### src/design/jhdp_pkg.sv
// ============================================================================
// jhdp_pkg
// Shared types, codes and helpers for the JPEG header dimension parser.
// ============================================================================
package jhdp_pkg;

    // Marker and fill byte values.
    localparam logic [7:0] BYTE_FILL    = 8'hFF;
    localparam logic [7:0] BYTE_ZERO    = 8'h00;
    localparam logic [7:0] MARKER_SOI   = 8'hD8;
    localparam logic [7:0] MARKER_SOS   = 8'hDA;
    localparam logic [7:0] MARKER_SOF_LO = 8'hC0;
    localparam logic [7:0] MARKER_SOF_HI = 8'hCF;
    localparam logic [7:0] MARKER_DHT   = 8'hC4;
    localparam logic [7:0] MARKER_JPG   = 8'hC8;
    localparam logic [7:0] MARKER_DAC   = 8'hCC;

    // Smallest legal segment lengths.
    localparam logic [15:0] MIN_SEG_LEN = 16'd2;
    localparam logic [15:0] MIN_SOF_LEN = 16'd8;

    // Number of SOF header bytes read before the rest is skipped.
    localparam logic [2:0] SOF_FIELD_COUNT = 3'd6;

    // SOF header byte positions.
    localparam logic [2:0] SOF_HEIGHT_HI = 3'd1;
    localparam logic [2:0] SOF_HEIGHT_LO = 3'd2;
    localparam logic [2:0] SOF_WIDTH_HI  = 3'd3;
    localparam logic [2:0] SOF_WIDTH_LO  = 3'd4;
    localparam logic [2:0] SOF_CHANNELS  = 3'd5;

    // Result status codes.
    typedef enum logic [2:0] {
        ST_OK         = 3'd0,
        ST_NO_SOI     = 3'd1,
        ST_BAD_MARKER = 3'd2,
        ST_NO_SOF     = 3'd3,
        ST_TRUNC      = 3'd4,
        ST_BAD_LEN    = 3'd5
    } status_t;

    // Parse phases, one-hot.
    typedef enum logic [7:0] {
        PH_SOI0  = 8'b0000_0001,
        PH_SOI1  = 8'b0000_0010,
        PH_MARK0 = 8'b0000_0100,
        PH_MARK1 = 8'b0000_1000,
        PH_LENHI = 8'b0001_0000,
        PH_LENLO = 8'b0010_0000,
        PH_SOF   = 8'b0100_0000,
        PH_SKIP  = 8'b1000_0000
    } phase_t;

    // Complete parser state carried from byte to byte.
    typedef struct packed {
        phase_t      phase;
        logic [15:0] seg_remaining;
        logic [7:0]  length_high;
        logic [2:0]  field_index;
        logic [7:0]  marker;
        logic [15:0] height;
        logic [15:0] width;
        logic [7:0]  channels;
        logic [7:0]  frame_type;
        logic        shape_seen;
        logic        result_given;
    } parse_state_t;

    // One result item.
    typedef struct packed {
        status_t     status;
        logic [15:0] image_height;
        logic [15:0] image_width;
        logic [7:0]  channel_count;
        logic [7:0]  frame_type;
    } result_t;

    localparam parse_state_t PARSE_CLEAR = '{
        phase:         PH_SOI0,
        seg_remaining: 16'd0,
        length_high:   8'd0,
        field_index:   3'd0,
        marker:        8'd0,
        height:        16'd0,
        width:         16'd0,
        channels:      8'd0,
        frame_type:    8'd0,
        shape_seen:    1'b0,
        result_given:  1'b0
    };

    // True for start-of-frame marker codes.
    function automatic logic is_sof_code(input logic [7:0] code);
        logic in_range;
        logic excluded;
        in_range = (code >= MARKER_SOF_LO) && (code <= MARKER_SOF_HI);
        excluded = (code == MARKER_DHT) || (code == MARKER_JPG) || (code == MARKER_DAC);
        return in_range && !excluded;
    endfunction

endpackage

### src/design/jhdp_step.sv
// ============================================================================
// jhdp_step
// Combinational next-state logic: consumes one stream byte against the
// current parser state and decides whether a result is produced.
// ============================================================================
module jhdp_step (
    input  jhdp_pkg::parse_state_t cur_state,
    input  logic [7:0]             data_byte,
    input  logic                   first_byte,
    input  logic                   last_byte,
    output jhdp_pkg::parse_state_t next_state,
    output logic                   emit,
    output jhdp_pkg::result_t      result
);
    import jhdp_pkg::*;

    parse_state_t s;
    parse_state_t nxt;
    status_t      st;
    logic         fire;
    logic [15:0]  seg_len;
    logic [15:0]  body_len;
    logic [15:0]  rem_dec;
    logic [2:0]   idx_inc;
    logic         sof;
    logic         ok;

    // Per-byte parse step.
    always_comb
    begin
        s        = first_byte ? PARSE_CLEAR : cur_state;
        nxt      = s;
        st       = ST_OK;
        fire     = 1'b0;
        seg_len  = {s.length_high, data_byte};
        body_len = seg_len - MIN_SEG_LEN;
        rem_dec  = s.seg_remaining - 16'd1;
        idx_inc  = s.field_index + 3'd1;
        sof      = is_sof_code(s.marker);

        if (!s.result_given)
        begin
            case (s.phase)
                PH_SOI0:
                begin
                    if (data_byte != BYTE_FILL)
                    begin
                        fire = 1'b1;
                        st   = ST_NO_SOI;
                    end
                    else
                    begin
                        nxt.phase = PH_SOI1;
                    end
                end
                PH_SOI1:
                begin
                    if (data_byte != MARKER_SOI)
                    begin
                        fire = 1'b1;
                        st   = ST_NO_SOI;
                    end
                    else
                    begin
                        nxt.phase = PH_MARK0;
                    end
                end
                PH_MARK0:
                begin
                    nxt.marker = data_byte;
                    nxt.phase  = PH_MARK1;
                end
                PH_MARK1:
                begin
                    // Fill bytes leave the phase unchanged.
                    if (data_byte != BYTE_FILL)
                    begin
                        if (s.marker != BYTE_FILL || data_byte == BYTE_ZERO)
                        begin
                            fire = 1'b1;
                            st   = ST_BAD_MARKER;
                        end
                        else
                        begin
                            nxt.marker = data_byte;
                            if (data_byte == MARKER_SOS)
                            begin
                                fire = 1'b1;
                                st   = s.shape_seen ? ST_OK : ST_NO_SOF;
                            end
                            else
                            begin
                                nxt.phase = PH_LENHI;
                            end
                        end
                    end
                end
                PH_LENHI:
                begin
                    nxt.length_high = data_byte;
                    nxt.phase       = PH_LENLO;
                end
                PH_LENLO:
                begin
                    if (seg_len < MIN_SEG_LEN || (sof && seg_len < MIN_SOF_LEN))
                    begin
                        fire = 1'b1;
                        st   = ST_BAD_LEN;
                    end
                    else
                    begin
                        nxt.seg_remaining = body_len;
                        if (sof)
                        begin
                            nxt.frame_type  = s.marker;
                            nxt.field_index = 3'd0;
                            nxt.phase       = PH_SOF;
                        end
                        else
                        begin
                            nxt.phase = (body_len == 16'd0) ? PH_MARK0 : PH_SKIP;
                        end
                    end
                end
                PH_SOF:
                begin
                    case (s.field_index)
                        SOF_HEIGHT_HI: nxt.height[15:8] = data_byte;
                        SOF_HEIGHT_LO: nxt.height[7:0]  = data_byte;
                        SOF_WIDTH_HI:  nxt.width[15:8]  = data_byte;
                        SOF_WIDTH_LO:  nxt.width[7:0]   = data_byte;
                        SOF_CHANNELS:
                        begin
                            nxt.channels   = data_byte;
                            nxt.shape_seen = 1'b1;
                        end
                        default: ;
                    endcase
                    nxt.seg_remaining = rem_dec;
                    nxt.field_index   = idx_inc;
                    if (idx_inc >= SOF_FIELD_COUNT)
                    begin
                        nxt.phase = (rem_dec == 16'd0) ? PH_MARK0 : PH_SKIP;
                    end
                end
                PH_SKIP:
                begin
                    nxt.seg_remaining = rem_dec;
                    if (rem_dec == 16'd0)
                    begin
                        nxt.phase = PH_MARK0;
                    end
                end
                default: ;
            endcase

            // A final byte that leaves the parse open reports truncation.
            if (!fire && last_byte)
            begin
                fire = 1'b1;
                st   = ST_TRUNC;
            end

            if (fire)
            begin
                nxt.result_given = 1'b1;
            end
        end
    end

    // Result payload: the held shape only on success.
    assign ok                   = (st == ST_OK);
    assign result.status        = st;
    assign result.image_height  = ok ? s.height     : 16'd0;
    assign result.image_width   = ok ? s.width      : 16'd0;
    assign result.channel_count = ok ? s.channels   : 8'd0;
    assign result.frame_type    = ok ? s.frame_type : 8'd0;
    assign next_state           = nxt;
    assign emit                 = fire;

endmodule

### src/design/jhdp_out_reg.sv
// ============================================================================
// jhdp_out_reg
// Result register: holds one result request until the consumer takes it.
// ============================================================================
module jhdp_out_reg (
    input  logic              clk,
    input  logic              rst_n,
    input  logic              load,
    input  jhdp_pkg::result_t load_data,
    input  logic              out_ready,
    output logic              out_valid,
    output logic              space,
    output jhdp_pkg::result_t data
);
    import jhdp_pkg::*;

    logic    valid_reg;
    logic    valid_next;
    result_t data_reg;

    // The register can take a new result when empty or being drained.
    assign space = !valid_reg || out_ready;

    always_comb
    begin
        valid_next = valid_reg;
        if (load)
        begin
            valid_next = 1'b1;
        end
        else if (out_ready)
        begin
            valid_next = 1'b0;
        end
    end

    // Valid flag.
    always_ff @(posedge clk or negedge rst_n)
    begin
        if (!rst_n)
        begin
            valid_reg <= 1'b0;
        end
        else
        begin
            valid_reg <= valid_next;
        end
    end

    // Payload needs no reset.
    always_ff @(posedge clk)
    begin
        if (load)
        begin
            data_reg <= load_data;
        end
    end

    assign out_valid = valid_reg;
    assign data      = data_reg;

endmodule

### src/design/jpeg_header_dimension_parser.sv
// ============================================================================
// jpeg_header_dimension_parser
// Byte-serial JPEG marker parser that reports image shape at start of scan.
// ============================================================================
// Takes one stream byte per cycle, back to back, and reports at most one
// result per image: the height, width, component count and frame type from
// the last SOF segment once SOS arrives, or an error status. A byte passes
// an input register, then the combinational parse logic against the running
// parser state, and any result lands in an output register when the staged
// byte moves on; the consumer takes it from that register. Throughput is
// one byte per cycle. It drops whenever the output register holds a result
// that the consumer does not take in that cycle: the staged byte then waits,
// whether or not it would produce a result, and the input stalls behind it.
// Bytes after a result are ignored until a byte flagged first_byte.
module jpeg_header_dimension_parser (
    input  logic        clk,
    input  logic        rst_n,
    input  logic        in_valid,
    output logic        in_ready,
    input  logic [7:0]  data_byte,
    input  logic        first_byte,
    input  logic        last_byte,
    output logic        out_valid,
    input  logic        out_ready,
    output logic [2:0]  status,
    output logic [15:0] image_height,
    output logic [15:0] image_width,
    output logic [7:0]  channel_count,
    output logic [7:0]  frame_type
);
    import jhdp_pkg::*;

    logic         in_valid_reg;
    logic         in_valid_next;
    logic [7:0]   byte_reg;
    logic         first_reg;
    logic         last_reg;
    logic         advance;
    logic         out_space;
    logic         emit;
    logic         load;
    parse_state_t state_reg;
    parse_state_t state_next;
    result_t      step_result;
    result_t      out_data;

    // The staged byte moves on whenever the result register has room.
    assign advance  = in_valid_reg && out_space;
    assign in_ready = !in_valid_reg || advance;
    assign load     = advance && emit;

    always_comb
    begin
        in_valid_next = in_valid_reg;
        if (in_valid && in_ready)
        begin
            in_valid_next = 1'b1;
        end
        else if (advance)
        begin
            in_valid_next = 1'b0;
        end
    end

    // Input register: control bit.
    always_ff @(posedge clk or negedge rst_n)
    begin
        if (!rst_n)
        begin
            in_valid_reg <= 1'b0;
        end
        else
        begin
            in_valid_reg <= in_valid_next;
        end
    end

    // Input register: payload.
    always_ff @(posedge clk)
    begin
        if (in_valid && in_ready)
        begin
            byte_reg  <= data_byte;
            first_reg <= first_byte;
            last_reg  <= last_byte;
        end
    end

    // Parse step.
    jhdp_step u_step (
        .cur_state  (state_reg),
        .data_byte  (byte_reg),
        .first_byte (first_reg),
        .last_byte  (last_reg),
        .next_state (state_next),
        .emit       (emit),
        .result     (step_result)
    );

    // Parser state.
    always_ff @(posedge clk or negedge rst_n)
    begin
        if (!rst_n)
        begin
            state_reg <= PARSE_CLEAR;
        end
        else if (advance)
        begin
            state_reg <= state_next;
        end
    end

    // Result register.
    jhdp_out_reg u_out (
        .clk       (clk),
        .rst_n     (rst_n),
        .load      (load),
        .load_data (step_result),
        .out_ready (out_ready),
        .out_valid (out_valid),
        .space     (out_space),
        .data      (out_data)
    );

    assign status        = out_data.status;
    assign image_height  = out_data.image_height;
    assign image_width   = out_data.image_width;
    assign channel_count = out_data.channel_count;
    assign frame_type    = out_data.frame_type;

    // A result always leaves the parser in its done state.
    a_result_closes_parse: assert property (@(posedge clk) disable iff (!rst_n)
        load |=> state_reg.result_given)
        else $error("parser state not closed after a result");

    // No second result for the same image.
    a_single_result: assert property (@(posedge clk) disable iff (!rst_n)
        (advance && state_reg.result_given && !first_reg) |-> !emit)
        else $error("second result without a new image");

    // Error results carry no shape.
    a_error_zero_shape: assert property (@(posedge clk) disable iff (!rst_n)
        (load && step_result.status != ST_OK) |->
            (step_result.image_height == 16'd0 && step_result.image_width == 16'd0
             && step_result.channel_count == 8'd0 && step_result.frame_type == 8'd0))
        else $error("error result carries shape data");

    // A success is only reported after a frame header was read.
    a_ok_needs_shape: assert property (@(posedge clk) disable iff (!rst_n)
        (load && step_result.status == ST_OK) |-> (state_reg.shape_seen && !first_reg))
        else $error("success reported without a frame header");

endmodule
### config.mk
export PLATFORM = sky130hd
export DESIGN_NAME = jpeg_header_dimension_parser
export DESIGN_NICKNAME = d
export VERILOG_FILES = /design/src/design/jhdp_pkg.sv /design/src/design/jhdp_step.sv /design/src/design/jhdp_out_reg.sv /design/src/design/jpeg_header_dimension_parser.sv
export SDC_FILE = /design/constraint.sdc
export NUM_CORES = 1
export LEC_CHECK = 0
export BUFFER_PORTS_ARGS = -buffer_cell sky130_fd_sc_hd__buf_2
export CORE_ASPECT_RATIO = 1.25
export CORE_MARGIN = 5
export CORE_UTILIZATION = 36
export DETAILED_ROUTE_END_ITERATION = 12
export GPL_ROUTABILITY_DRIVEN = 0
export SLEW_MARGIN = 20
export SYNTH_ARGS = -nofsm -noshare
export SYNTH_HDL_FRONTEND = slang
export SYNTH_SLANG_ARGS = --single-unit
### constraint.sdc
create_clock -name clk -period 6.49 [get_ports clk]
set_input_delay 1.298 -clock clk [delete_from_list [all_inputs] [get_ports clk]]
set_output_delay 1.298 -clock clk [all_outputs]
set_load 0.02 [all_outputs]
* Yosys cells after proc, flatten, opt, wreduce, memory -nomap -nowiden
Cells that the tools add are included.
** Storage, ports and cells
- Register bits after elaboration :: 156
- Output and inout port bits :: 53
- Word-level logic and storage cells :: 132
** Operators by class
- Add/sub/neg operators :: 3
- Magnitude comparators :: 5
- Equality and inequality tests :: 20
- Muxes and demuxes :: 59
- Reductions and logical operators :: 24
** Operators with widths (count)
- 93-bit 2-to-1 mux :: 2
- 8-bit 2-to-1 mux :: 21
- 8-bit case mux with 8 select lines :: 1
- 8-bit == test, second input constant :: 5
- 40-bit 2-to-1 mux :: 1
- 16-bit zero test :: 2
- 16-bit case mux with 2 select lines :: 1
- 24-bit 2-to-1 mux :: 1
- 3-bit 2-to-1 mux :: 8
- 8-bit != test, second input constant :: 3
- 1-bit 2-to-1 mux :: 19
- 16-bit by 2-bit < comparator with 1-bit output, second input constant :: 1
- 16-bit by 4-bit < comparator with 1-bit output, second input constant :: 1
- 8-bit case mux with 2 select lines :: 1
- 16-bit by 1-bit subtractor with 16-bit output, second input constant :: 1
- 16-bit by 2-bit subtractor with 16-bit output, second input constant :: 1
- 3-bit case mux with 4 select lines :: 1
- 8-bit by 1-bit == test with 1-bit output, second input constant :: 1
- 8-bit by 2-bit == test with 1-bit output, second input constant :: 1
- 8-bit by 3-bit == test with 1-bit output, second input constant :: 1
- 8-bit by 4-bit == test with 1-bit output, second input constant :: 1
- 8-bit by 5-bit == test with 1-bit output, second input constant :: 1
- 8-bit by 6-bit == test with 1-bit output, second input constant :: 1
- 8-bit by 7-bit == test with 1-bit output, second input constant :: 1
- 17 further kinds :: 34

* Logic depth before layout (Yosys ltp)
Gate-level depths: netlist of the first run.
- Word-level depth :: 18
- Mapped depth :: 14

* Hierarchy
A second synthesis of the first run with hierarchy kept.
** Unflattened totals
- Cell total of the unflattened synthesis :: 867
- Area, all modules :: 9155.0 um^2
** Modules (own cells, without submodules)
- jpeg_header_dimension_parser :: instances 1, cells an instance 212, area an instance 4092.7 um^2, sequential area each 2653.8 um^2
- jhdp_step :: instances 1, cells an instance 601, area an instance 3483.3 um^2, sequential area each 0.0 um^2
- jhdp_out_reg :: instances 1, cells an instance 54, area an instance 1579.0 um^2, sequential area each 1556.5 um^2

* Least setup slack after synthesis of the first run
Ideal clock, no wire load.
- Path type :: in2reg
- From :: input out_ready
- To :: register u_out.data_reg (netlist bit u_out.data[0]), enable pin
- Setup time :: 0.460 ns
- Arrival :: 4.234 ns
- Slack :: 1.796 ns
- Stages :: 6
- Buffers on the path :: 2
- Path through :: nand2b_1 and2_1 nand2_1 clkbuf_1 clkbuf_1 nor2_1
** Between the ends
- Cells in the longest elaborated chain, start to end :: 3
** RTL lines
- start, declared :: RTL line jpeg_header_dimension_parser.sv:24 : input logic out_ready,
- 1-bit logical OR :: RTL line jhdp_out_reg.sv:22 : assign space = !valid_reg || out_ready;
- 1-bit logical AND :: RTL line jpeg_header_dimension_parser.sv:48 : assign advance = in_valid_reg && out_space;
- 1-bit logical AND :: RTL line jpeg_header_dimension_parser.sv:50 : assign load = advance && emit;
- via load :: RTL line jpeg_header_dimension_parser.sv:41 : logic load;
- end signal, assigned :: RTL line jhdp_out_reg.sv:55 : data_reg <= load_data;
- end, declared :: RTL line jhdp_out_reg.sv:19 : result_t data_reg;
The timed path passes the listed nets, and every way through them passes these cells.
A chain may end at the register's enable or synchronous reset.

* Final worst setup path of the first run
- From :: register first_reg
- To :: register u_out.data_reg (netlist bit u_out.data[35]), enable pin
** Between the ends
- Cells in the longest elaborated chain, start to end :: 17
** RTL lines
- start, declared :: RTL line jpeg_header_dimension_parser.sv:36 : logic first_reg;
- start signal, assigned :: RTL line jpeg_header_dimension_parser.sv:84 : first_reg <= first_byte;
- 93-bit 2-to-1 mux (*) :: RTL line jhdp_step.sv:31 : s = first_byte ? PARSE_CLEAR : cur_state;
- parallel branches: the longest is 14 deep, another holds 16-bit by 4-bit < comparator with 1-bit output
- 1-bit 2-to-1 mux (*) :: RTL line jhdp_step.sv:41 : if (!s.result_given)
- 1-bit logical AND (*) :: RTL line jpeg_header_dimension_parser.sv:50
- via load :: RTL line jpeg_header_dimension_parser.sv:41
Mark *: on every way through the listed nets, which the timed path passes. The select of a mux whose other input is x is not followed.

==> flow_metrics.py, run 1 <==
metrics = {
    "grt": {
        "grtUsageMet3": 0.0296,
        "gr-max-usage-layer": "met2",
        "groute.usage.overall": 0.161,
        "grt_first_pass_wirelength_um": 31700,
        "antenna_found_initial": 0,
        "via_count_of_the_first_global_routing_pass": 5808,
        "grt_util_met2": 0.257,
        "grt_overflow_total": 0,
        "pin_count_of_the_biggest_net_entering_global_routing": 70,
        "grtUsageMet1": 0.212,
    },
    "layout": {
        "post-route-util": 0.414,
        "final_cell_count_no_fill": 1065,
        "commonest_non_fill_non_tap_cell_in_the_layout": "dfrtp_1",
        "area.growth.synth_to_final_pct": 13.5,
        "max_reg_flops": 93,
        "antenna-diode-count": 0,
        "mostFrequentLayoutCells": "dfrtp_1 (94), buf_2 (65), a22o_1 (64), edfxtp_1 (61), nand2_1 (55)",
        "drive_above_1_share": 0.177,
        "fin_nets": 795,
    },
    "synth": {
        "synth_top_cell_by_area": "dfrtp_1",
        "netlist.area_leader.share": 0.299,
        "synthesis.area_um2": 7860,
        "postSynthRegisterBits": 156,
        "synth.lib_cells_used.distinct": 77,
        "ys_dominant_reg_cell": "dfrtp_1",
        "synth_cells": 734,
        "synthesis.area_per_instance_um2": 10.7,
        "synth.area.top_cells": "dfrtp_1 (30%), edfxtp_1 (23%), a22o_1 (7.1%), and2_1 (4.2%), nand2_1 (2.6%)",
        "synthesis.nets": 756,
        "synth-async-reset-ratio": 0.609,
        "yosysSeqAreaShare": 0.536,
        "number_of_enable_flip_flop_cells_after_synthesis": 61,
        "synth-warning-count": 0,
    },
    "worst_setup_path": {
        "crit_arrival_ns": 3.96,
        "critical_path.endpoint_type": "register",
        "worstReg2RegStart": "first_reg",
        "critPathRequiredTime_ns": 6.56,
        "path_max_fanout": 55,
        "critPathKind": "reg2reg",
        "worstSetupStartpointType": "register",
        "worst_setup_path_startpoint": "first_reg",
        "worstRegToRegCells": 8,
    },
    "route": {
        "post_drt_wl_per_cell_um": 18.4,
        "drt-total-wl_um": 19600,
        "route.detailed.vias_per_inst": 5.60,
        "dr.pass1.iters": 7,
        "detail_route.drc_violations": 0,
        "drtAntennaViolNets": 0,
        "dr.first_iter.drc_count": 524,
        "detailroute.via_count": 5960,
    },
    "hold_path": {
        "holdCritStartpoint": "state_reg[9]",
        "hold_path_depth": 2,
        "hold_path.class": "reg2reg",
    },
    "clock_network": {
        "holdBufCountCts": 0,
        "cts.reportedPaths.clkPinSlew_ns": 0.07,
        "cts-buffers-inserted": 17,
        "cts.repair.resized": 0,
        "clock_tree.buffer_depth": 2,
        "cts.root.buffer_cell": "clkbuf_16",
        "cts.sinks": 156,
        "clock_tree.htree_level_count": 4,
        "cts_tree": "built",
        "clk-insertion-delay-late_ns": 0.44,
        "post_cts_buffers": 0,
    },
    "placement": {
        "port-buffer-count": 66,
        "place_hpwl_um": 13000,
        "dp.cells": 1033,
    },
    "die": {
        "floorplan.die_area_um2": 24900,
        "boundary_pin_count": 67,
        "die_w_um": 142,
        "placement_rows": 60,
        "floorplan.initialDensity": 0.365,
        "die_y_um": 175,
        "coreArea_um2": 21500,
    },
    "timing": {
        "hold_viol": 0,
        "timing.max_slew.rel_slack": 0.313,
        "slew_violations": 0,
        "final.min_clock_period_ns": 3.89,
        "fin_worst_skew_ns": 0.0114,
        "final.setup.tns_ns": 0,
        "grt_setup_unrepaired": "false",
        "worst-slew-pin-transition_ns": 1.02,
        "setup-violations-final": 0,
        "fmax_mhz": 257,
        "final_min_period_over_clock_period": 0.600,
    },
    "status": {
        "outcome": "finished clean",
    },
    "power_and_ir_drop": {
        "power.density_nw_per_um2": 296,
        "worst_ir_drop_vdd_v": 0.000195,
        "leakagePower_nw": 3.69,
    },
    "run": {
        "max_cap_viol_count": 0,
    },
}
==> routing by layer <==
layer | vias up | part of all wire
met5 | - | 0
met3 | 44 | 0.057
met1 | 2860 | 0.43
met2 | 220 | 0.48
li1 | 2836 | -
met4 | 0 | 0.031
==> through the flow <==
stage | area [um2] | total power, mW | setup WS [ns] | hold slack (ns)
after floorplan | 7860 | 1.52 | 1.80 | 0.430
after global placement | 8330 | 1.66 | 2.52 | 0.443
after detailed placement | 8330 | 1.66 | 2.44 | 0.449
after CTS | 8920 | 2.67 | 2.65 | 0.464
after global routing | 8920 | 2.75 | 2.33 | 0.485
final | 8920 | 2.64 | 2.60 | 0.465
==> kinds of logic after synthesis <==
family	synth area share
buffers and inverters	0.0387
XOR/XNOR	0.0134
flip-flops	0.536
adder cells (fa/ha/maj)	0.0127
AND/OR/NAND/NOR	0.210
multiplexers	0.00127
AO/OA/AOI/OAI	0.188
==> cell usage after synthesis, drive strengths merged, types with 9 or more instances <==
| cell type | number |
|---|---|
| a21oi | 27 |
| a22o | 64 |
| a22oi | 12 |
| and2 | 55 |
| and3 | 9 |
| buf | 10 |
| clkbuf | 41 |
| dfrtp | 94 |
| edfxtp | 61 |
| inv | 10 |
| nand2 | 56 |
| nand3 | 17 |
| nor2 | 43 |
| nor2b | 9 |
| nor3 | 26 |
| nor4 | 15 |
| o21ai | 42 |
| or3 | 9 |
| or4 | 9 |
==> path summary, 6_finish.rpt <==
kind / to / slack (ns)
min in group asynchronous: state_reg[57] / 0.77
min: state_reg[9] / 0.47
max: u_out.data[35] / 2.60
min reg2reg: state_reg[9] / 0.47
max in group asynchronous: state_reg[35] / 4.52
max reg2reg: u_out.data[35] / 2.60
==> power breakdown <==
part	switching [mW]	leakage, nW	total, mW	internal, mW
clock network	0.447	0.273	0.999	0.552
registers	0.0747	1.90	1.19	1.12
logic	0.316	1.51	0.451	0.135
==> layout make-up <==
cell class              count  area, um2
clock inverters            14        150
flip-flops and latches    156       4210
multi-input cells         516       3360
fillers                  2065      12600
repair buffers             71        370
inverters                  11       41.3
well taps                 279        349
clock buffers              18        439
==> critical path: stages, from the launching register on <==
cell	delay [ns]
edfxtp_1	0.39
buf_4	0.33
nor4_1	0.53
nand4_1	0.37
a2111oi_2	0.74
or3_2	0.28
nor3_1	0.09
nor2_4	0.23
buf_4	0.51
(Power assumes the default switching activity.)
==> run 2: changes to the inputs <==
==> constraint.sdc (replaced) <==
create_clock -name clk -period 3.44 [get_ports clk]
set_input_delay 0.688 -clock clk [delete_from_list [all_inputs] [get_ports clk]]
set_output_delay 0.688 -clock clk [all_outputs]
set_load 0.02 [all_outputs]
==> flow_metrics.py, run 2 (synthesis gave the netlist of run 1 again) <==
metrics = {
    "layout": {
        "antenna-diode-count": 0,
        "layout.cell_area.non_filler_um2": 9170,
        "area.growth.synth_to_final_pct": 16.7,
        "max_reg_flops": 93,
        "fill_cells": 2046,
        "post-route-util": 0.426,
        "layout.area.seq_um2": 4210,
        "fin_nets": 823,
        "mostFrequentLayoutCells": "dfrtp_1 (94), buf_2 (65), a22o_1 (64), edfxtp_1 (61), nand2_1 (55)",
        "commonest_non_fill_non_tap_cell_in_the_layout": "dfrtp_1",
        "final_cell_count_no_fill": 1093,
        "drive_above_1_share": 0.204,
        "multi_input_area_um2": 3360,
    },
    "clock_network": {
        "cts.root.buffer_cell": "clkbuf_16",
        "cts.repair.resized": 0,
        "cts.sinks": 156,
        "cts_tree": "built",
        "clock_tree.htree_level_count": 4,
        "post_cts_buffers": 0,
        "cts-buffers-inserted": 17,
        "clock_tree.buffer_depth": 2,
        "cts.reportedPaths.clkPinSlew_ns": 0.07,
        "holdBufCountCts": 0,
        "clk-insertion-delay-late_ns": 0.44,
    },
    "timing": {
        "timing.hold.ws_ns": 0.309,
        "worst-slew-pin-transition_ns": 0.840,
        "final.setup.tns_ns": 0,
        "final_min_period_over_clock_period": 0.939,
        "fmax_mhz": 310,
        "timing.max_slew.rel_slack": 0.438,
        "final.min_clock_period_ns": 3.23,
        "fin_worst_skew_ns": 0.0155,
        "slew_violations": 0,
        "hold_viol": 0,
        "setup-violations-final": 0,
        "grt_setup_unrepaired": "false",
        "post_route_setup_slack_ns": 0.211,
    },
    "worst_setup_path": {
        "critPathRequiredTime_ns": 3.74,
        "critical_path.endpoint_type": "register",
        "number_of_gates_on_the_worst_path_with_buffers_counted": 8,
        "path_max_fanout": 48,
        "worst_path_dominant_cell_family": "simple AND/OR/NAND/NOR gates",
        "critPathKind": "reg2reg",
        "path_cells": "or4_4, or2_1, nor4b_1, nor4b_1, o21a_1, nor4_4, buf_12, and2_1",
        "critical-path-max-stage-delay_ns": 0.65,
        "timing.critical_path.mode_cell": "nor4b_1",
        "worstSetupStartpointType": "register",
        "crit_arrival_ns": 3.53,
        "worstRegToRegCells": 8,
        "worst-path-buf-inv": 1,
        "crit_path_top_delay_cell": "nor4b_1",
    },
    "placement": {
        "port-buffer-count": 66,
        "dp.cells": 1061,
        "post-place-ws_ns": 0.293,
        "post_dp_cell_area_um2": 8590,
        "place_hpwl_um": 14200,
    },
    "die": {
        "floorplan.die_area_um2": 24900,
        "boundary_pin_count": 67,
        "coreArea_um2": 21500,
        "die_w_um": 142,
        "floorplan.initialDensity": 0.365,
        "placement_rows": 60,
        "die_y_um": 175,
    },
    "route": {
        "drt-total-wl_um": 20300,
        "detail_route.drc_violations": 0,
        "route.detailed.vias_per_inst": 5.66,
        "post_drt_wl_per_cell_um": 18.6,
        "dr.first_iter.drc_count": 403,
        "detailroute.via_count": 6181,
        "dr.pass1.iters": 5,
        "drtAntennaViolNets": 0,
    },
    "grt": {
        "groute.usage.overall": 0.167,
        "grt_overflow_total": 0,
        "antenna_found_initial": 0,
        "via_count_of_the_first_global_routing_pass": 6070,
        "grt_first_pass_wirelength_um": 32800,
        "pin_count_of_the_biggest_net_entering_global_routing": 58,
    },
    "power_and_ir_drop": {
        "p_total_mw": 5.03,
        "power.density_nw_per_um2": 549,
        "leakagePower_nw": 3.83,
        "worst_ir_drop_vdd_v": 0.000360,
    },
    "run": {
        "max_cap_viol_count": 0,
    },
    "status": {
        "outcome": "finished clean",
    },
    "hold_path": {
        "hold_path.class": "in2async",
    },
}
[run 2: cell types whose count changed in the layout (fill, tap and decap cells not counted)]
cell,delta
clkbuf_1,+1
clkbuf_8,-1
buf_4,+24
buf_12,+4
[run 2: final timing paths]
kind,slack [ns],endpoint,start
setup / recovery,0.21,u_out.data[19],state_reg[87]
hold / removal,0.31,state_reg[4],rst_n
setup reg to reg,0.21,u_out.data[19],state_reg[87]
hold reg to reg,0.47,state_reg[9],state_reg[9]
max in group asynchronous,2.39,state_reg[37],rst_n
min in group clk,0.43,byte_reg[7],data_byte[7]
[run 2: layer usage]
metal	wire length, um	share of wire	up-vias	track usage
li1	-	-	2901	-
met1	8610	0.42	3033	0.210
met2	10200	0.50	212	0.282
met3	1110	0.055	35	0.0266
met4	465	0.023	0	0.0708
met5	0	0	-	0
[run 2: final cells by class]
type	count	share of cell area
clock buffers	18	0.0468
clock inverters	14	0.0164
inverters	11	0.00450
multi-input cells	516	0.366
flip-flops and latches	156	0.459
well taps	279	0.0381
repair buffers	99	0.0688
[run 2: power by group]
group / internal, mW / switching, mW
combinational: 0.311 / 0.647
clock: 1.02 / 0.838
sequential: 2.10 / 0.108
total: 3.44 / 1.59
